File: src/sv/lts_pkg.sv
// Shared types, constants and the exp table builder for the logit token sampler.
package lts_pkg;

    localparam int VocabMax  = 32768;
    localparam int IdxW      = 15;
    localparam int CntW      = 16;
    localparam int ExpDepth  = 1024;
    localparam int ExpAw     = 10;
    localparam int ExpRange  = 16;
    localparam int RangeLog2 = 4;
    localparam int DivCntW   = 4;
    localparam int SumW      = 31;
    localparam int ProdW     = 48;
    localparam int AddrW     = 4;

    localparam logic [1:0] RegGreedy = 2'd0;
    localparam logic [1:0] RegTemp   = 2'd1;
    localparam logic [1:0] RegTopK   = 2'd2;
    localparam logic [1:0] RegTopP   = 2'd3;

    localparam longint unsigned Q30One = 64'd1 << 30;

    typedef struct packed {
        logic        greedy;
        logic [15:0] temp;
        logic [15:0] topk;
        logic [16:0] topp;
    } t_cfg;

    typedef struct packed {
        logic signed [15:0] logit;
        logic [IdxW-1:0]    idx;
    } t_entry;

    typedef enum logic [4:0] {
        OP_NONE,
        OP_LOAD,
        OP_START,
        OP_WCAP,
        OP_DIV,
        OP_WWR,
        OP_MODE,
        OP_SLO,
        OP_SRA,
        OP_SRB,
        OP_SCA,
        OP_SCB,
        OP_SCMP,
        OP_SSET,
        OP_DSET,
        OP_PIDX,
        OP_PACC,
        OP_OUT
    } t_op;

    typedef struct packed {
        t_op op;
    } t_cmd;

    typedef struct packed {
        logic greedy;
        logic zero;
        logic div_last;
        logic i_last;
        logic p_act;
        logic k_act;
        logic w_ge_n;
        logic blk_end;
        logic take_a;
        logic pass_end;
        logic walk_done;
        logic scan;
    } t_status;

    typedef logic [15:0] t_exp_rom [ExpDepth];

    // exp(-f) in Q30, f in Q30 within [0, 1]
    function automatic longint unsigned exp_neg_q30(input longint unsigned f);
        longint unsigned acc;
        longint unsigned term;
        int k;
        acc  = Q30One;
        term = Q30One;
        for (k = 1; k <= 24; k++) begin
            term = ((term * f) >> 30) / 64'(k);
            if (k[0]) begin
                acc = (acc > term) ? acc - term : 64'd0;
            end else begin
                acc = acc + term;
            end
        end
        return acc;
    endfunction

    function automatic t_exp_rom build_exp_rom();
        t_exp_rom        rom;
        longint unsigned e1;
        longint unsigned t;
        longint unsigned whole;
        longint unsigned v;
        longint unsigned q;
        int i;
        int j;
        e1 = exp_neg_q30(Q30One);
        for (i = 0; i < ExpDepth; i++) begin
            t     = ((64'(i) * ExpRange) << 30) / ExpDepth;
            whole = t >> 30;
            v     = exp_neg_q30(t & (Q30One - 64'd1));
            for (j = 0; j < int'(whole); j++) begin
                v = (v * e1) >> 30;
            end
            q      = (v + 64'd8192) >> 14;
            rom[i] = (q > 64'd65535) ? 16'hFFFF : q[15:0];
        end
        return rom;
    endfunction

endpackage

File: src/sv/lts_ctrl.sv
// Sampler sequencer: load, weight pass, merge sort, prefix scan, draw, result hand-off.
module lts_ctrl (
    input  logic             i_clk,
    input  logic             i_rst_n,
    input  logic             i_in_valid,
    input  logic             i_in_last,
    input  logic             i_out_ready,
    input  lts_pkg::t_status i_sts,
    output logic             o_in_ready,
    output logic             o_out_valid,
    output lts_pkg::t_cmd    o_cmd
);
    import lts_pkg::*;

    typedef enum logic [4:0] {
        S_IDLE, S_START, S_WRD, S_WCAP, S_WDIV, S_WROM, S_WWR, S_MODE,
        S_SCHK, S_SLO, S_SFA, S_SCA, S_SFB, S_SCB, S_SCMP,
        S_RFA, S_RCA, S_RFB, S_RCB, S_SSET, S_DSET,
        S_PRD, S_PIDX, S_PWRD, S_PACC, S_OUT
    } t_state;

    t_state r_state, n_state;
    logic   r_out_valid;
    logic   out_load;

    assign o_in_ready  = r_state == S_IDLE;
    assign o_out_valid = r_out_valid;
    assign out_load    = (r_state == S_OUT) && (!r_out_valid || i_out_ready);

    always_comb begin
        n_state  = r_state;
        o_cmd.op = OP_NONE;
        unique case (r_state)
            S_IDLE: begin
                if (i_in_valid) begin
                    o_cmd.op = OP_LOAD;
                    if (i_in_last) begin
                        n_state = S_START;
                    end
                end
            end
            S_START: begin
                o_cmd.op = OP_START;
                n_state  = i_sts.greedy ? S_OUT : S_WRD;
            end
            S_WRD:  n_state = S_WCAP;
            S_WCAP: begin
                o_cmd.op = OP_WCAP;
                n_state  = i_sts.zero ? S_WROM : S_WDIV;
            end
            S_WDIV: begin
                o_cmd.op = OP_DIV;
                if (i_sts.div_last) begin
                    n_state = S_WROM;
                end
            end
            S_WROM: n_state = S_WWR;
            S_WWR: begin
                o_cmd.op = OP_WWR;
                n_state  = i_sts.i_last ? S_MODE : S_WRD;
            end
            S_MODE: begin
                o_cmd.op = OP_MODE;
                n_state  = (i_sts.p_act || i_sts.k_act) ? S_SCHK : S_DSET;
            end
            S_SCHK: n_state = i_sts.w_ge_n ? S_SSET : S_SLO;
            S_SLO: begin
                o_cmd.op = OP_SLO;
                n_state  = S_SFA;
            end
            S_SFA: begin
                o_cmd.op = OP_SRA;
                n_state  = S_SCA;
            end
            S_SCA: begin
                o_cmd.op = OP_SCA;
                n_state  = S_SFB;
            end
            S_SFB: begin
                o_cmd.op = OP_SRB;
                n_state  = S_SCB;
            end
            S_SCB: begin
                o_cmd.op = OP_SCB;
                n_state  = S_SCMP;
            end
            S_SCMP: begin
                o_cmd.op = OP_SCMP;
                if (i_sts.blk_end) begin
                    n_state = i_sts.pass_end ? S_SCHK : S_SLO;
                end else begin
                    n_state = i_sts.take_a ? S_RFA : S_RFB;
                end
            end
            // refill only the head that was just consumed
            S_RFA: begin
                o_cmd.op = OP_SRA;
                n_state  = S_RCA;
            end
            S_RCA: begin
                o_cmd.op = OP_SCA;
                n_state  = S_SCMP;
            end
            S_RFB: begin
                o_cmd.op = OP_SRB;
                n_state  = S_RCB;
            end
            S_RCB: begin
                o_cmd.op = OP_SCB;
                n_state  = S_SCMP;
            end
            S_SSET: begin
                o_cmd.op = OP_SSET;
                n_state  = S_PRD;
            end
            S_DSET: begin
                o_cmd.op = OP_DSET;
                n_state  = S_PRD;
            end
            S_PRD:  n_state = S_PIDX;
            S_PIDX: begin
                o_cmd.op = OP_PIDX;
                n_state  = S_PWRD;
            end
            S_PWRD: n_state = S_PACC;
            S_PACC: begin
                o_cmd.op = OP_PACC;
                if (i_sts.walk_done) begin
                    n_state = i_sts.scan ? S_DSET : S_OUT;
                end else begin
                    n_state = S_PRD;
                end
            end
            S_OUT: begin
                if (out_load) begin
                    o_cmd.op = OP_OUT;
                    n_state  = S_IDLE;
                end
            end
            default: n_state = S_IDLE;
        endcase
    end

    always_ff @(posedge i_clk) begin
        if (!i_rst_n) begin
            r_state     <= S_IDLE;
            r_out_valid <= 1'b0;
        end else begin
            r_state <= n_state;
            if (out_load) begin
                r_out_valid <= 1'b1;
            end else if (i_out_ready) begin
                r_out_valid <= 1'b0;
            end
        end
    end

endmodule

File: config.mk
export PLATFORM = sky130hd
export DESIGN_NAME = lts_ctrl
export DESIGN_NICKNAME = d
export VERILOG_FILES = /design/src/sv/lts_pkg.sv /design/src/sv/lts_ctrl.sv
export SDC_FILE = /design/constraint.sdc
export NUM_CORES = 1
export LEC_CHECK = 0
export ABC_AREA = 1
export BUFFER_PORTS_ARGS = -buffer_cell sky130_fd_sc_hd__buf_2
export CELL_PAD_IN_SITES_DETAIL_PLACEMENT = 2
export CELL_PAD_IN_SITES_GLOBAL_PLACEMENT = 2
export CORE_UTILIZATION = 23
export CTS_BUF_LIST = sky130_fd_sc_hd__clkbuf_16
export DETAILED_ROUTE_END_ITERATION = 8
export GPL_TIMING_DRIVEN = 0
export PLACE_DENSITY = 0.85
export SLEW_MARGIN = 0
export SYNTH_ARGS = -nofsm -noshare
export SYNTH_HDL_FRONTEND = slang
export SYNTH_SLANG_ARGS = --single-unit
File: constraint.sdc
create_clock -name i_clk -period 1.7 [get_ports i_clk]
set_input_delay 0.085 -clock i_clk [delete_from_list [all_inputs] [get_ports i_clk]]
set_output_delay 0.085 -clock i_clk [all_outputs]
set_load 0.01 [all_outputs]
; ---- Word level (Yosys, flattened, before mapping)
; Index checks and enable logic that the tools add are counted.
[op_classes]
n_eq_ne = 29
reduce_logical = 13
mux = 20
[ops]
columns = operator, n
row1 = 5-bit one-hot mux with 23 select lines, 1
row2 = 5-bit one-hot mux with 17 select lines, 1
row3 = "5-bit == test, second input constant", 10
row4 = 5-bit two-way mux, 10
row5 = "5-bit by 4-bit == test with 1-bit output, second input constant", 8
row6 = "5-bit by 3-bit == test with 1-bit output, second input constant", 4
row7 = "5-bit by 2-bit == test with 1-bit output, second input constant", 2
row8 = 2-bit OR reduction, 5
row9 = 4-bit two-way mux, 2
row10 = "2-bit inequality test, second input constant", 4
row11 = "5-bit by 1-bit == test with 1-bit output, second input constant", 1
row12 = 5-bit logical NOT, 1
row13 = 1-bit two-way mux, 5
row14 = 4-bit AND reduction, 1
row15 = 3-bit two-way mux, 1
row16 = 3-bit OR reduction, 1
row17 = 1-bit logical OR, 2
row18 = 2-bit nonzero test, 1
row19 = 1-bit logical AND, 1
row20 = 1-bit logical NOT, 1
[totals]
reg_bits = 6
elab_cells = 64

; ---- Logic depth before layout (Yosys ltp)
; Gate-level depths: netlist of the first run.
[depth]
ltp_word = 5
ltp_mapped = 11
depth_no_buf = 11

; ---- Worst setup path after synthesis of the first run
; OpenSTA, ideal clock, no wires.
[synth_timing]
path_kind = register -> register
start = register r_state[3]
end = register r_state[2]
arrival_ns = 1.103
synth_period_minus_slack_ns = 1.217
t_required_ns = 1.586
path_slack_ns = 0.483
stages_incl_launch_ff = 12
path_cell_list = dfxtp_1 > inv_1 > nand2_1 > inv_1 > nand2_1 > inv_1 > nand2_1 > nand3_1 > nor2_1 > nand2_1 > nor2_1 > nor2_1
[synth_via]
elab_chain_cells = 4
word_cells_on_any_way = 35
[synth_lines]
columns = element, line_no
row1 = start: declaration, lts_ctrl.sv:22  ; t_state r_state, n_state;
row2 = start signal: assignment, lts_ctrl.sv:149  ; r_state <= n_state;
row3 = branches (longest 4 deep; another with 5-bit one-hot mux with 23 select lines), n/a
; Parallel ways; which one is timed is not known.
; A chain may end at the register's enable or synchronous reset.

==> flow_summary.yaml, run 1 <==
sta:
  fin_crit_ns: 1.639
  max_slew.worst_pin.slew_ns: 0.4334
  skew_ns: 0.0005009
  hold_violations: 0
  setup_viol: 0
  slew_violations: 0
  slew-limit-headroom_pct: 70.95
  max_freq_ghz: 0.6102
  post-route-period-util_pct: 96.40
  hold_ws_ns: 0.08201
detailed_routing:
  drt-vias-per-instance: 5.051
  met3_length_um: 92
  vias: 1187
  drc_errors: 0
  detail_route.wl_per_cell_um: 16.32
  highest_layer: "met4"
  wl_met1_um: 1700
  wl_um: 3835
  dr.pass1.iters: 4
  drt_iter0_drc: 39
  antenna_left: 0
  met2_length_um: 2012
cts:
  clk_pin_slew_worst_paths_ns: 0.03
  worst_skew_pair.late_latency_ns: 0.23
  cts_tree: "done"
  clock_sinks: 6
  cts_root_buf: "clkbuf_16"
  cts_buffer_depth: 2
  cts_buffers: 3
  ctsHtreeMaxLevel: 1
floorplanning:
  coreArea_mm2: 0.003363
  num_rows: 21
  start_util_pct: 24.26
  ios: 24
  die_area_mm2: 0.003789
  die_y_um: 61.56
  die_w_um: 61.56
synthesis:
  synth_area_leaders: "nand2_1 (22%), dfxtp_1 (15%), nand3_1 (13%)"
  synth.avg_cell_area_um2: 5.067
  synth_area_um2: 815.8
  synthCells: 161
  synthArstFlopShare_pct: 0
  yosys_warnings: 0
  synth_top_cell_by_area: "nand2_1"
  syn_nets: 178
  yosysMostFrequentCell: "nand2_1"
  synth_edf_count: 0
  synth_top_area_share_pct: 22.09
  netlist_top_cells_count: "nand2_1 (48), inv_1 (25), nor2_1 (24)"
  synth_top_flop_cell: "dfxtp_1"
  ys_ff_latch: 6
  yosysUniqueCellTypes: 18
  yosysSeqAreaShare_pct: 14.72
finish:
  drive_gt1_share_pct: 27.51
  fin_util_pct: 33.56
  n_antenna_cell: 0
  syn2layout_area_growth_pct: 38.34
  fin_nets: 208
  nFillCells: 451
  fin_cells: 235
worst_setup_path:
  required_ns: 1.62
  critPathKind: "flop to output pin"
  critPathArrivalTime_ns: 1.55
  cp-start-kind: "flop"
  crit_path_max_fanout: 6
  cp-end-kind: "output pin"
global_route:
  gr-total-overflow: 0
  grt_antenna_before_repair: 0
  track_usage_pct: 21.45
  grt_max_degree: 11
  grt_pass1_wl_um: 5892
  grt_pass1_vias: 1221
placement:
  gp_congestion: 0.8550
  port_buffers: 23
  dp.cells: 230
  dp_hpwl_um: 3023
power_and_ir_drop:
  p_leak_nw: 0.6422
  p_per_area_mw_per_mm2: 1508
  peakVddDrop_mv: 0.3989
run_status:
  status: "finished, final reports clean"
min_path:
  hp-class: "primary input to flop"
run:
  drv_cap: 0
[per-stage QoR]
stage | setup TNS (ns) | power [W] | area [um^2] | worst slack, ns
after floorplan | 0 | 0.0008386 | 815.8 | 0.4827
after global placement | 0 | 0.001145 | 988.4 | 0.1205
after detailed placement | 0 | 0.001183 | 988.4 | 0.07875
after CTS | 0 | 0.001598 | 1074 | 0.01446
after global routing | -0.06610 | 0.001842 | 1129 | -0.03761
final | 0 | 0.001701 | 1129 | 0.06128
[routing by layer]
layer	global-route usage, %	vias up
li1	-	581
met1	27.00	586
met2	39.32	18
met3	3.571	2
met4	2.222	0
met5	0	-
[final cells by class]
type / instances / area [um^2] / share of cell area (%)
Multi-Input combinational cell: 128 / 628.1 / 55.65
Tap cell: 46 / 57.56 / 5.100
Clock buffer: 3 / 75.07 / 6.652
Sequential cell: 6 / 128.9 / 11.42
Inverter: 26 / 101.3 / 8.980
Timing Repair Buffer: 25 / 130.1 / 11.53
Buffer: 1 / 7.507 / 0.6652
[registers in the layout (all words and copies together) (netlist names)]
name         count
r_state          5
o_out_valid      1
[critical path, cell delays in order, from the launching register on]
cell	delay, ns
dfxtp_4	0.38
nand2_1	0.08
nor2_2	0.28
nand2_1	0.19
nand3_1	0.13
nor2_1	0.06
nand4_1	0.08
buf_2	0.13
[final timing paths]
check / startpoint / to / slack (ns) / cells past startpoint
worst min register to register: o_out_valid / o_out_valid / 0.56 / 2
worst max-delay path: r_state[2] / o_cmd[0] / 0.06 / 7
worst min-delay path: i_rst_n / r_state[4] / 0.08 / 3
worst max register to register: r_state[3] / r_state[2] / 0.11 / 10
[report_power, final]
part	switching, W	internal [W]	total, W
Clock	0.0000771	0.000302	0.000379
Sequential	0.0000754	0.000197	0.000272
Combinational	0.000710	0.000340	0.00105
[cell usage in the layout (no fill, tap or decap), drive strengths merged, types with 3 or more instances in the layout]
cell type / Yosys / routed
nand2: 49 / 49
nor2: 29 / 29
buf: 1 / 26
inv: 26 / 25
nand3: 23 / 23
nand4: 10 / 10
o21ai: 6 / 6
dfxtp: 6 / 6
a21oi: 5 / 5
clkbuf: 0 / 3
nor3: 3 / 3
[cell families after synthesis]
logic type	share of synthesized area, %
simple gates	63.50
buf+inv	12.88
flops	14.72
compound gates	8.896
[repair_timing]
item | CTS | global route
setup endpoints to repair | 3 | 10
gates cloned | 0 | 0
gates resized for setup | 4 | 15
hold endpoints to repair | 0 | 0
hold buffers | 0 | 0
setup buffers | 0 | 2
No activity file was read; power rests on OpenSTA's default activity.
==> run 2, diff against run 1 <==
- CORE_UTILIZATION: 23 -> 24
- CTS_BUF_LIST: sky130_fd_sc_hd__clkbuf_16 -> sky130_fd_sc_hd__clkbuf_8
- PLACE_DENSITY: 0.85 -> 0.88
==> run 2 against run 1 <==
Effect of this change: register-to-register slack barely moved; utilization increased by 0.52 points; clock-buffer cell count stayed put; routed wire length fell by 6.7%; non-clock buffer count shrank 2; critical endpoint is now o_cmd[1].
==> flow_summary.yaml, run 2 (same netlist as run 1, synthesis figures left out) <==
cts:
  clock_sinks: 6
  cts_tree: "done"
  postCtsHoldBufs: 0
  cts_buffer_depth: 2
  worst_skew_pair.late_latency_ns: 0.22
  clk_pin_slew_worst_paths_ns: 0.03
  cts_buffers: 3
  cts_setup_buffers: 0
  cts_root_buf: "clkbuf_8"
  ctsHtreeMaxLevel: 1
detailed_routing:
  drt-vias-per-instance: 4.926
  dr.pass1.iters: 4
  wl_um: 3578
  drt_iter0_drc: 37
  detail_route.wl_per_cell_um: 15.49
  drc_errors: 0
  vias: 1138
  antenna_left: 0
finish:
  final_cell_mix: "nand2_1 (46), buf_2 (23), inv_1 (22), nor2_1 (22), nand3_1 (22)"
  largest_register_ffs: 5
  fin_nets: 206
  syn2layout_area_growth_pct: 30.67
  layout_commonest_cell: "nand2_1"
  largest-register: "r_state"
  n_antenna_cell: 0
  drive_gt1_share_pct: 25.67
power_and_ir_drop:
  switching_share_pct: 54.88
  peakVddDrop_mv: 0.4200
  combPwrFrac_pct: 67.6
  internal_power_w: 0.0006551
  p_per_area_mw_per_mm2: 1362
  p_switching_w: 0.0007969
  clkPwrFrac_pct: 14.3
  p_seq_share_pct: 18.1
  p_leak_nw: 0.6194
min_path:
  min-delay-start: "i_rst_n"
  hold_depth: 3
  hold-path-endpoint: "r_state[1]"
  hp-class: "primary input to flop"
worst_setup_path:
  worstReg2RegEnd: "r_state[4]"
  rrSetupSlack_ns: 0.12
  path_delay_family: "simple AND/OR/NAND/NOR gates"
  cp-start-kind: "flop"
  reg2reg_depth: 8
  crit_path_max_incr_delay_ns: 0.46
  required_ns: 1.62
  path_cells: "nand2_1 > nor3_2 > nor3b_2 > nand4_1 > buf_2"
  cp_slowest_cell: "dfxtp_1"
  critPathKind: "flop to output pin"
  path_buf_inv: 1
  critPathArrivalTime_ns: 1.57
  crit_path_max_fanout: 6
  cp-end-kind: "output pin"
  r2r-start: "r_state[1]"
sta:
  skew_ns: 0.002152
  fin_crit_ns: 1.659
  layout_setup_ws_ns: 0.04075
  setup_viol: 0
  slew_violations: 0
  max_freq_ghz: 0.6027
  rsz0062_at_grt: "yes"
  hold_ws_ns: 0.08722
  max_slew.worst_pin.slew_ns: 0.4671
  post-route-period-util_pct: 97.60
  hold_violations: 0
  slew-limit-headroom_pct: 68.69
run:
  drv_cap: 0
global_route:
  track_usage_pct: 22.53
  grt_max_degree: 11
  grt_antenna_before_repair: 0
  grt_pass1_vias: 1257
  grt_pass1_wl_um: 5934
  gr-total-overflow: 0
floorplanning:
  die_y_um: 60.30
  start_util_pct: 26.08
  num_rows: 20
  die_area_mm2: 0.003636
  ios: 24
  die_w_um: 60.30
  coreArea_mm2: 0.003128
placement:
  port_buffers: 23
  dp_slack_ns: 0.09957
  dp_hpwl_um: 3133
  gp_congestion: 0.8480
run_status:
  status: "finished, final reports clean"
## run 2: cell type report
cell class	instances	area, um^2
buffer	1	7.507
clock buffer	3	41.29
fill	424	2062
inverter	26	97.59
multi-input combinational	128	625.6
sequential	6	123.9
tap	44	55.05
timing repair buffer	23	115.1
## run 2: per-stage QoR
stage / area [um^2] / utilization, % / setup TNS, ns / instances / total power, W
global placement: 985.9 / 31.52 / 0 / 228 / 0.001146
floorplan: 815.8 / - / 0 / 161 / 0.0008386
global route: 1066 / 34.08 / -0.04470 / 231 / 0.001589
finish: 1066 / 34.08 / 0 / 231 / 0.001452
detailed placement: 985.9 / 31.52 / 0 / 228 / 0.001186
CTS: 1040 / 33.24 / 0 / 231 / 0.001425
## run 2: worst min-delay path, stage by stage
cell and delay, ns:
buf_2 0.10, nand2_1 0.05, inv_1 0.04
## run 2: worst max-delay path by stage
| stage | startpoint | to | depth (start not counted) |
|---|---|---|---|
| floorplan | r_state[3] | r_state[2] | 11 |
| global placement | r_state[2] | r_state[1] | 9 |
| detailed placement | r_state[2] | o_cmd[1] | 8 |
| CTS | r_state[2] | o_cmd[1] | 8 |
| global route | r_state[1] | o_cmd[1] | 5 |
| finish | r_state[1] | o_cmd[1] | 5 |
## run 2: repair_timing
item,in CTS,in global routing
setup endpoints to repair,3,6
hold endpoints to repair,0,0
gates resized for setup,4,11
## run 2: power by group through the flow
stage | sequential [W] | clock, W | combinational (W)
after floorplan | 0.000226 | 0 | 0.000612
after global placement | 0.000236 | 0 | 0.000910
after detailed placement | 0.000242 | 0 | 0.000944
after CTS | 0.000244 | 0.000219 | 0.000962
after global routing | 0.000271 | 0.000223 | 0.00110
final | 0.000263 | 0.000207 | 0.000982
## run 2: per-layer routing
metal	wire length, um	track usage (%)	vias to the layer above	part of all wire [%]
met1	1696	28.35	544	47
met4	8	4.651	0	0.22
met3	77	2.597	2	2.2
met2	1796	40.82	17	50
met5	0	0	-	0
li1	-	-	575	-
