### src/sv/lts_pkg.sv
// Shared types, constants and the exp table builder for the logit token sampler.
package lts_pkg;

    localparam int VocabMax  = 32768;
    localparam int IdxW      = 15;
    localparam int CntW      = 16;
    localparam int ExpDepth  = 1024;
    localparam int ExpAw     = 10;
    localparam int ExpRange  = 16;
    localparam int RangeLog2 = 4;
    localparam int DivCntW   = 4;
    localparam int SumW      = 31;
    localparam int ProdW     = 48;
    localparam int AddrW     = 4;

    localparam logic [1:0] RegGreedy = 2'd0;
    localparam logic [1:0] RegTemp   = 2'd1;
    localparam logic [1:0] RegTopK   = 2'd2;
    localparam logic [1:0] RegTopP   = 2'd3;

    localparam longint unsigned Q30One = 64'd1 << 30;

    typedef struct packed {
        logic        greedy;
        logic [15:0] temp;
        logic [15:0] topk;
        logic [16:0] topp;
    } t_cfg;

    typedef struct packed {
        logic signed [15:0] logit;
        logic [IdxW-1:0]    idx;
    } t_entry;

    typedef enum logic [4:0] {
        OP_NONE,
        OP_LOAD,
        OP_START,
        OP_WCAP,
        OP_DIV,
        OP_WWR,
        OP_MODE,
        OP_SLO,
        OP_SRA,
        OP_SRB,
        OP_SCA,
        OP_SCB,
        OP_SCMP,
        OP_SSET,
        OP_DSET,
        OP_PIDX,
        OP_PACC,
        OP_OUT
    } t_op;

    typedef struct packed {
        t_op op;
    } t_cmd;

    typedef struct packed {
        logic greedy;
        logic zero;
        logic div_last;
        logic i_last;
        logic p_act;
        logic k_act;
        logic w_ge_n;
        logic blk_end;
        logic take_a;
        logic pass_end;
        logic walk_done;
        logic scan;
    } t_status;

    typedef logic [15:0] t_exp_rom [ExpDepth];

    // exp(-f) in Q30, f in Q30 within [0, 1]
    function automatic longint unsigned exp_neg_q30(input longint unsigned f);
        longint unsigned acc;
        longint unsigned term;
        int k;
        acc  = Q30One;
        term = Q30One;
        for (k = 1; k <= 24; k++) begin
            term = ((term * f) >> 30) / 64'(k);
            if (k[0]) begin
                acc = (acc > term) ? acc - term : 64'd0;
            end else begin
                acc = acc + term;
            end
        end
        return acc;
    endfunction

    function automatic t_exp_rom build_exp_rom();
        t_exp_rom        rom;
        longint unsigned e1;
        longint unsigned t;
        longint unsigned whole;
        longint unsigned v;
        longint unsigned q;
        int i;
        int j;
        e1 = exp_neg_q30(Q30One);
        for (i = 0; i < ExpDepth; i++) begin
            t     = ((64'(i) * ExpRange) << 30) / ExpDepth;
            whole = t >> 30;
            v     = exp_neg_q30(t & (Q30One - 64'd1));
            for (j = 0; j < int'(whole); j++) begin
                v = (v * e1) >> 30;
            end
            q      = (v + 64'd8192) >> 14;
            rom[i] = (q > 64'd65535) ? 16'hFFFF : q[15:0];
        end
        return rom;
    endfunction

endpackage

### src/sv/lts_regs.sv
// APB register file holding the sampler mode settings.
module lts_regs (
    input  logic                     i_clk,
    input  logic                     i_rst_n,
    input  logic                     psel,
    input  logic                     penable,
    input  logic                     pwrite,
    input  logic [lts_pkg::AddrW-1:0] paddr,
    input  logic [31:0]              pwdata,
    output logic [31:0]              prdata,
    output logic                     pready,
    output lts_pkg::t_cfg            o_cfg
);
    import lts_pkg::*;

    t_cfg r_cfg;
    logic wr_req;

    assign pready = 1'b1;
    assign wr_req = psel & penable & pwrite;
    assign o_cfg  = r_cfg;

    always_ff @(posedge i_clk) begin
        if (!i_rst_n) begin
            r_cfg.greedy <= 1'b0;
            r_cfg.temp   <= 16'd256;
            r_cfg.topk   <= 16'd0;
            r_cfg.topp   <= 17'h10000;
        end else if (wr_req) begin
            unique case (paddr[3:2])
                RegGreedy: r_cfg.greedy <= pwdata[0];
                RegTemp:   r_cfg.temp   <= pwdata[15:0];
                RegTopK:   r_cfg.topk   <= pwdata[15:0];
                RegTopP:   r_cfg.topp   <= pwdata[16:0];
                default:   r_cfg.greedy <= r_cfg.greedy;
            endcase
        end
    end

    always_comb begin
        unique case (paddr[3:2])
            RegGreedy: prdata = {31'd0, r_cfg.greedy};
            RegTemp:   prdata = {16'd0, r_cfg.temp};
            RegTopK:   prdata = {16'd0, r_cfg.topk};
            RegTopP:   prdata = {15'd0, r_cfg.topp};
            default:   prdata = 32'd0;
        endcase
    end

endmodule

### config.mk
export PLATFORM = sky130hd
export DESIGN_NAME = lts_regs
export DESIGN_NICKNAME = d
export VERILOG_FILES = /design/src/sv/lts_pkg.sv /design/src/sv/lts_regs.sv
export SDC_FILE = /design/constraint.sdc
export NUM_CORES = 1
export LEC_CHECK = 0
export ABC_AREA = 1
export BUFFER_PORTS_ARGS = -buffer_cell sky130_fd_sc_hd__buf_2
export CORE_UTILIZATION = 46
export CTS_CLUSTER_DIAMETER = 30
export DETAILED_ROUTE_END_ITERATION = 16
export GPL_TIMING_DRIVEN = 0
export PLACE_DENSITY = 0.91
export SYNTH_ARGS = -nofsm -noshare
export SYNTH_HDL_FRONTEND = slang
export SYNTH_SLANG_ARGS = --single-unit
### constraint.sdc
create_clock -name i_clk -period 1 [get_ports i_clk]
set_input_delay 0 -clock i_clk [delete_from_list [all_inputs] [get_ports i_clk]]
set_output_delay 0 -clock i_clk [all_outputs]
set_load 0.02 [all_outputs]
Yosys cells after proc, flatten, opt, wreduce, memory -nomap -nowiden
Index checks and enable logic that the tools add are counted.

storage, ports and cells
  register bits after elaboration = 50
  word-level logic and storage cells = 15
  output and inout bits = 83

cells by class
  eq/ne operators = 3
  reductions and logical operators = 5
  bitwise operators = 2
  muxes and demuxes = 1

operators by type and width
  operator                                                                count
  32-bit case mux with 4 select lines                                     1
  2-bit AND reduction                                                     4
  2-bit equality test (second input constant)                             2
  1-bit AND                                                               2
  2-bit by 1-bit equality test with 1-bit output (second input constant)  1
  2-bit logical NOT                                                       1

Logic depth before layout (Yosys ltp)
Gate-level depths: netlist of run 1.

  word-level depth = 3
  gate-level depth with buffers = 7
  gate-level depth less buffers = 5

Least setup slack after synthesis of run 1
No wires, ideal clock.

  path type = input-to-reg
  start = in psel
  end = reg r_cfg, in the netlist o_cfg[17]
  buffers on the path = 2
  arrival time = 688 ps
  required time = 887 ps
  stages = 7
  slack = 199 ps
  library setup time = 113 ps
  cell sequence = nand2_1 -> nor2_1 -> buf_2 -> buf_4 -> nand3_1 -> nand2_1 -> nor2_1

on the way
  longest elaborated chain between the ends = 3

ends and longest elaborated chain
  what                           line            RTL
  start: declaration             lts_regs.sv:5   input logic psel,
  1-bit AND (2 in series)        lts_regs.sv:20  assign wr_req = psel & penable & pwrite;
  2-bit AND reduction (no line)  --
  end: declaration               lts_regs.sv:16  t_cfg r_cfg;

No other way between the ends.
A chain may end at the register's enable or synchronous reset.

Final worst setup path of run 1
  start = reg r_cfg, in the netlist o_cfg[15]
  end = out prdata[15]

on the way
  longest elaborated chain between the ends = 1

ends and longest elaborated chain
  what                                 line            RTL
  32-bit case mux with 4 select lines  lts_regs.sv:41  unique case (paddr[3:2])
  end: declaration                     lts_regs.sv:10  output logic [31:0] prdata,

No other way between the ends. The select of a mux whose other input is x is not followed.

==> results of run 1 <==
path summary, 6_finish.rpt:
check,start,to,slack (ns),depth (start not counted)
hold / removal,pwdata[1],o_cfg[34],0.04,5
setup / recovery,o_cfg[15],prdata[15],0.01,3
hold reg to reg,o_cfg[25],o_cfg[25],0.49,2
setup reg to reg,o_cfg[24],o_cfg[24],0.30,3
layout make-up:
| cell class | instances | area share (%) |
|---|---|---|
| Sequential cell | 50 | 31.73 |
| Multi-Input combinational cell | 292 | 37.21 |
| Inverter | 21 | 2.380 |
| Buffer | 39 | 7.480 |
| Timing Repair Buffer | 92 | 15.22 |
| Clock buffer | 8 | 3.325 |
| Tap cell | 70 | 2.645 |
cells in the final DEF, fill, tap and decap left out:
cell type      instances
clkbuf_8               8
buf_2                 89
nand4_1                1
nand2_2                2
buf_1                  3
nand3_2                3
dfxtp_2               40
buf_4                 30
conb_1                16
nor2_4                 3
buf_6                  3
nor2_2                 2
nor2_1                98
dlygate4sd3_1          2
clkbuf_2               1
a21oi_1                1
nand3_1               63
inv_2                  1
nand2_1              101
clkbuf_1               3
inv_1                 20
o21ai_0                2
dfxtp_1               10
timing repair:
item                       in CTS  in global routing
hold endpoints to repair        2                  0
resized for setup               2                 67
setup buffers                   0                  1
hold buffers                    2                  0
setup endpoints to repair      16                 20
layer usage:
metal	wire, um	up-vias	track usage, %	part of all wire, %
li1	-	1388	-	-
met1	2965	1295	33.44	40
met2	3579	170	46.03	48
met3	764	17	4.894	10
met4	140	0	10.70	1.9
met5	0	-	0	0
logic make-up (layout without fill, tap and decap cells):
logic type	count (synthesis)	in the layout
buf+inv	60	160
other cells	2	16
compound gates	3	3
flops	50	50
simple gates	273	273
power groups by stage:
stage	Combinational [W]	Clock (W)	Sequential (W)
finish	0.000687	0.00138	0.00207
floorplan	0.000393	0	0.00216
global placement	0.000636	0	0.00211
CTS	0.000658	0.00138	0.00207
global route	0.000750	0.00148	0.00208
detailed placement	0.000648	0	0.00211
synthesized netlist by cell type:
| cell type | count |
|---|---|
| nand2_1 | 103 |
| nor2_1 | 100 |
| nand3_1 | 65 |
| dfxtp_1 | 50 |
| inv_1 | 21 |
| buf_4 | 18 |
| buf_2 | 14 |
| buf_1 | 4 |
| clkbuf_1 | 3 |
| nor2_4 | 3 |
| conb_1 | 2 |
| o21ai_0 | 2 |
| a21oi_1 | 1 |
| nand3_2 | 1 |
| nand4_1 | 1 |
critical path, delay by kind of cell, from the launching register on:
| kind | cells | cell delay, ns |
|---|---|---|
| simple gates | 2 | 0.17 |
| buf+inv | 1 | 0.15 |
| flops | 1 | 0.36 |
stage by stage:
| step | utilization (%) | instances | total power [W] | TNS, ns | instance area (um2) |
|---|---|---|---|---|---|
| 2_1_floorplan | - | 402 | 0.002555 | 0 | 2524 |
| 3_3_place_gp | 59.47 | 561 | 0.002746 | -2.081 | 3057 |
| 3_5_place_dp | 59.47 | 561 | 0.002760 | -3.908 | 3057 |
| 4_1_cts | 62.10 | 571 | 0.004102 | -0.8223 | 3192 |
| 5_1_grt | 64.44 | 572 | 0.004305 | -0.02286 | 3312 |
| 6_report | 64.44 | 572 | 0.004138 | 0 | 3312 |
==> flow_summary.rst, run 1 <==
.. list-table::
   :header-rows: 1

   * - Metric
     - Value
   * - Sum of net half-perimeters after detailed placement
     - 5223 um
   * - Parity-gate share of the synthesized area counting xor and xnor cells
     - 0%
   * - Setup violation total in the final timing report
     - 0
   * - Synthesized flop and latch total
     - 50
   * - Number of filler instances in the final layout
     - 474
   * - Critical path start-end classification
     - flop to primary output
   * - Data required time of the critical path
     - 1.00 ns
   * - Share of final-layout standard cells stronger than drive strength 1
     - 36.25%
   * - Initial antenna violation count
     - 0
   * - Clock network latency to the later pin of the worst-skew pair
     - 0.30 ns
   * - Worst-case clock buffer depth
     - 2
   * - Clock-pin slew on the worst setup and hold paths
     - 0.09 ns
   * - H-tree Lvls
     - 2
   * - Leak
     - 1.771 nW
   * - Iteration-0 DRC count of the detailed router
     - 280
   * - Initial Util
     - 48.08%
   * - Count of port buffers added during placement
     - 89
   * - Fraction of synthesized cell area taken by the top area cell type
     - 40.51%
   * - Distinct cells, synth
     - 15
   * - Synthesized-area fraction occupied by ao, oa, aoi and oai cells
     - 0.6076%
   * - Number of failing hold endpoints at the final stage
     - 0
   * - Gate Count Post-Synth
     - 388
   * - Maximum achievable frequency
     - 1.014 GHz
   * - Vias post-DR
     - 2870
   * - Pin count of the biggest net entering global routing
     - 15
   * - Cell breakdown of the critical path
     - nand2_1 > nand3_1 > buf_4
   * - Clock tree from TritonCTS
     - built
   * - Final setup margin
     - 0.01402 ns
   * - Count of yosys warnings during synthesis
     - 0
   * - Outcome
     - finished clean
   * - Worst Hold Margin
     - 0.04052 ns
   * - Global placer's final weighted congestion
     - 0.8803
   * - Leftover overflow at the end of global routing
     - 0
   * - Ratio of final minimum period to clock period
     - 98.60%
   * - GRT Resource Usage Total
     - 26.84%
   * - Worst-case setup slack after placement
     - -0.1406 ns
   * - Multiplexer share of the synthesized area
     - 0%
   * - Total I/O pin count
     - 124
   * - Total detailed-routing wirelength
     - 7449 um
   * - Flip-flop count of the largest register after layout
     - 50
   * - Category of the worst setup path capture point
     - primary output
   * - Cell type with the highest aggregate area in the netlist
     - dfxtp_1
   * - Post-synthesis simple-gate area fraction
     - 46.03%
   * - Master cell of the clock root buffer
     - clkbuf_8
   * - Area growth from synthesis to layout
     - 34.03%
   * - Area of all sequential standard cells
     - 1051 um2
   * - Vertical extent of the die
     - 75.30 um
   * - Cell with the largest stage delay on the worst path
     - dfxtp_1
   * - Worst Hold Class
     - input port to flop
   * - Reported net switching power
     - 0.001163 W
   * - Fraction of the yosys area taken by sequential cells
     - 40.51%
   * - Post-synthesis cell area
     - 2471 um2
   * - Number of global-route vias before repair
     - 2437
   * - Switching share of total power
     - 28.10%
   * - Power per cell area
     - 1249 nW/um2
   * - Share of power burned in the clock network
     - 33.3%
   * - Average vias per placed instance
     - 5.017
   * - Count of nets after finishing
     - 542
   * - Main area contributors after synthesis
     - dfxtp_1 (41%), nand2_1 (16%), nor2_1 (15%)
   * - Main combinational cell family by area after synthesis
     - simple AND/OR/NAND/NOR gates
   * - Critical path's largest stage delay
     - 0.36 ns
   * - Multi-input combinational cell area
     - 1232 um2
   * - Site Rows
     - 26
   * - Internal Pwr Total
     - 0.002975 W
   * - Core ar.
     - 5140 um2
   * - DRC viols
     - 0
   * - First-pass GRT wire length
     - 11340 um
   * - Type of element launching the critical path
     - flop
   * - Shortest period the worst path allows
     - 0.9860 ns
   * - Share of synthesized cell area in full adder, half adder and majority cells
     - 0%
   * - Setup repair after global routing missed its margin
     - yes
   * - Die width
     - 75.30 um
   * - WP data arrival
     - 0.99 ns
   * - Clock sink total
     - 50
   * - Headroom to the max-slew limit
     - 62.85%
   * - Flop pwr share
     - 50.1%
   * - Post-synthesis area per instance
     - 6.369 um2
   * - Worst setup skew after layout
     - 0 ns
   * - Final number of max-transition violations
     - 0
   * - Slew at the pin closest to its max-slew limit
     - 0.5573 ns
   * - Count of nets left with antenna violations after detail routing
     - 0
   * - Die area
     - 5669 um2
   * - CP max FO
     - 3
   * - Portion of total power attributed to combinational logic
     - 16.6%
   * - Post-detailed-route wirelength per cell
     - 13.02 um
   * - Peak supply drop
     - 0.8762 mV
   * - Number of iterations in the first detailed-routing pass
     - 8
   * - Max cap viols
     - 0
   * - Antenna fix cells
     - 0
   * - Number of buffers inserted during clock tree synthesis
     - 5
No activity file was read; power rests on OpenSTA's default activity.
==> run 2: changes to the inputs <==
Clock period 1 ns to 1.1 ns, I/O delays scaled along.
==> run 2 against run 1 <==
Global-route usage unchanged. Clock skew unchanged. Final area decreased by 3.2%. Clock-buffer cell count unchanged. Critical endpoint unchanged. Largest cell class unchanged.
==> flow_summary.rst, run 2 (synthesis results as in run 1) <==
.. list-table::
   :header-rows: 1

   * - Metric
     - Value
   * - H-tree Lvls
     - 2 (unchanged)
   * - Number of setup buffers added after CTS
     - 0 (unchanged)
   * - Setup violation total in the final timing report
     - 0 (unchanged)
   * - DRC viols
     - 0 (unchanged)
   * - CP max FO
     - 10 (+7)
   * - Average vias per placed instance
     - 4.967 (-1.0%)
   * - Most frequent cells in the layout
     - nand2_1 (103), nor2_1 (99), buf_2 (97), nand3_1 (65), dfxtp_1 (50)
   * - Vertical extent of the die
     - 75.30 um (unchanged)
   * - Number of buffers inserted during clock tree synthesis
     - 5 (unchanged)
   * - Kind of cell adding the most delay to the critical path
     - buffers and inverters
   * - Global placer's final weighted congestion
     - 0.8803 (unchanged)
   * - Leftover overflow at the end of global routing
     - 0 (unchanged)
   * - Clock tree from TritonCTS
     - built
   * - Cell breakdown of the critical path
     - buf_2 > nand2_1 > inv_2 > clkbuf_4 > nand2_1 > nand3_1 > buf_2
   * - Commonest non-fill, non-tap cell in the layout
     - nand2_1
   * - Leak
     - 1.726 nW (-2.5%)
   * - Type of element launching the critical path
     - input port
   * - Flip-flop count of the largest register after layout
     - 50 (unchanged)
   * - Setup repair after global routing missed its margin
     - no
   * - Sum of buffers and inverters on the critical path
     - 4 (+3)
   * - Post-detailed-route wirelength per cell
     - 12.92 um (-0.79%)
   * - Headroom to the max-slew limit
     - 63.32% (+0.48 points)
   * - Data required time of the critical path
     - 1.10 ns (+0.10 ns)
   * - Number of iterations in the first detailed-routing pass
     - 5 (-3)
   * - Slew at the pin closest to its max-slew limit
     - 0.5501 ns (-0.007171 ns)
   * - Worst setup skew after layout
     - 0 ns (unchanged)
   * - Total detailed-routing wirelength
     - 7377 um (-0.97%)
   * - Met3 usage in global routing
     - 4.894% (unchanged)
   * - Maximum achievable frequency
     - 0.9751 GHz
   * - Master cell of the clock root buffer
     - clkbuf_8
   * - GRT Resource Usage Total
     - 26.84% (unchanged)
   * - Power per cell area
     - 1165 nW/um2 (-6.7%)
   * - Pwr Total
     - 0.003734 W (-9.8%)
   * - Initial antenna violation count
     - 0 (unchanged)
   * - Clock-pin slew on the worst setup and hold paths
     - 0.09 ns (about the same)
   * - Critical path's largest stage delay
     - 0.24 ns (-0.12 ns)
   * - Shortest period the worst path allows
     - 1.025 ns
   * - Core ar.
     - 5140 um2 (unchanged)
   * - Met2 usage in global routing
     - 46.03% (unchanged)
   * - Critical path start-end classification
     - input port to primary output
   * - Worst-case clock buffer depth
     - 2 (unchanged)
   * - Peak-usage layer in the global routing report
     - met2
   * - Clock network latency to the later pin of the worst-skew pair
     - 0.30 ns (about the same)
   * - Final number of max-transition violations
     - 0 (unchanged)
   * - Total I/O pin count
     - 124 (unchanged)
   * - Pin count of the biggest net entering global routing
     - 15 (unchanged)
   * - Iteration-0 DRC count of the detailed router
     - 265 (-5.4%)
   * - Area growth from synthesis to layout
     - 29.67%
   * - Count of nets after finishing
     - 541 (-0.18%)
   * - Die area
     - 5669 um2 (unchanged)
   * - Site Rows
     - 26 (unchanged)
   * - Worst Hold Class
     - input port to flop
   * - Max cap viols
     - 0 (unchanged)
   * - Count of nets left with antenna violations after detail routing
     - 0 (unchanged)
   * - Cell count of the worst reg-to-reg path
     - 2 (-1)
   * - Initial Util
     - 48.08% (unchanged)
   * - Outcome
     - finished clean
   * - Category of the worst setup path capture point
     - primary output
   * - Share of final-layout standard cells stronger than drive strength 1
     - 26.95% (-9.3 points)
   * - Number of global-route vias before repair
     - 2437 (unchanged)
   * - Peak supply drop
     - 0.8899 mV (+1.6%)
   * - Number of filler instances in the final layout
     - 498 (+5.1%)
   * - Number of failing hold endpoints at the final stage
     - 0 (unchanged)
   * - Depth of the worst hold-timing path
     - 5 (unchanged)
   * - Layout Utilization
     - 62.34% (-2.1 points)
   * - Clock sink total
     - 50 (unchanged)
   * - Ratio of final minimum period to clock period
     - 93.23%
   * - Vias post-DR
     - 2836 (-1.2%)
   * - Die width
     - 75.30 um (unchanged)
   * - WP data arrival
     - 1.03 ns (+0.04 ns)
   * - Logic depth of the worst path, buffers included
     - 7 (+4)
   * - First-pass GRT wire length
     - 11340 um (unchanged)
   * - Cell with the largest stage delay on the worst path
     - clkbuf_4
   * - Met1 track demand over resource in global routing
     - 33.44% (unchanged)
   * - Count of port buffers added during placement
     - 89 (unchanged)
   * - Antenna fix cells
     - 0 (unchanged)
   * - Sum of net half-perimeters after detailed placement
     - 5223 um (unchanged)
[run 2: cell count changes in the layout (fill, tap and decap cells not counted), sizes merged]
| cell | delta |
|---|---|
| buf | -5 |
| clkbuf | +4 |
[run 2: layer usage]
metal,vias up,wire length [um]
met4,0,125
met5,-,0
met3,13,747
li1,1388,-
met2,163,3549
met1,1272,2954
[run 2: worst paths after layout]
kind | from | end | slack, ns
worst max-delay path | paddr[2] | prdata[15] | 0.07
worst min-delay path | pwdata[1] | o_cfg[34] | 0.04
worst max register to register | o_cfg[4] | o_cfg[4] | 0.46
worst min register to register | o_cfg[10] | o_cfg[10] | 0.50
[run 2: through the flow]
stage	area [um2]	hold WS (ns)	instances	setup WS (ns)	setup TNS, ns
after floorplan	2524	0.1263	402	0.2992	0
final	3204	0.04052	571	0.07451	0
after CTS	3187	0.04168	571	0.01306	0
after global placement	3057	0.2156	561	0.00004141	0
after global routing	3204	0.04711	571	0.002860	0
after detailed placement	3057	0.2229	561	-0.04061	-0.3104
[run 2: timing repair]
action                                  4_1_cts  5_1_grt
hold buffers                                  2        0
endpoints found under the hold margin         2        0
resized for setup                             0        9
endpoints found under the setup margin        0       16
[run 2: final cells by class]
| type | count | area, um2 | share of cell area (%) |
|---|---|---|---|
| Buffer | 39 | 246.5 | 7.692 |
| Clock buffer | 8 | 110.1 | 3.436 |
| Inverter | 21 | 78.83 | 2.460 |
| Multi-Input combinational cell | 292 | 1215 | 37.92 |
| Sequential cell | 50 | 1001 | 31.24 |
| Tap cell | 70 | 87.58 | 2.733 |
| Timing Repair Buffer | 91 | 465.4 | 14.53 |
[run 2: worst min-delay path: stages]
cell and delay [ns]:
buf_2 0.07, inv_1 0.05, nand3_1 0.08, nand2_1 0.05
nor2_1 0.07
[run 2: power breakdown]
part           switching, W  total (W)  internal (W)
registers         0.0000295    0.00188       0.00185
clock network      0.000607    0.00124      0.000636
logic              0.000407   0.000612      0.000206
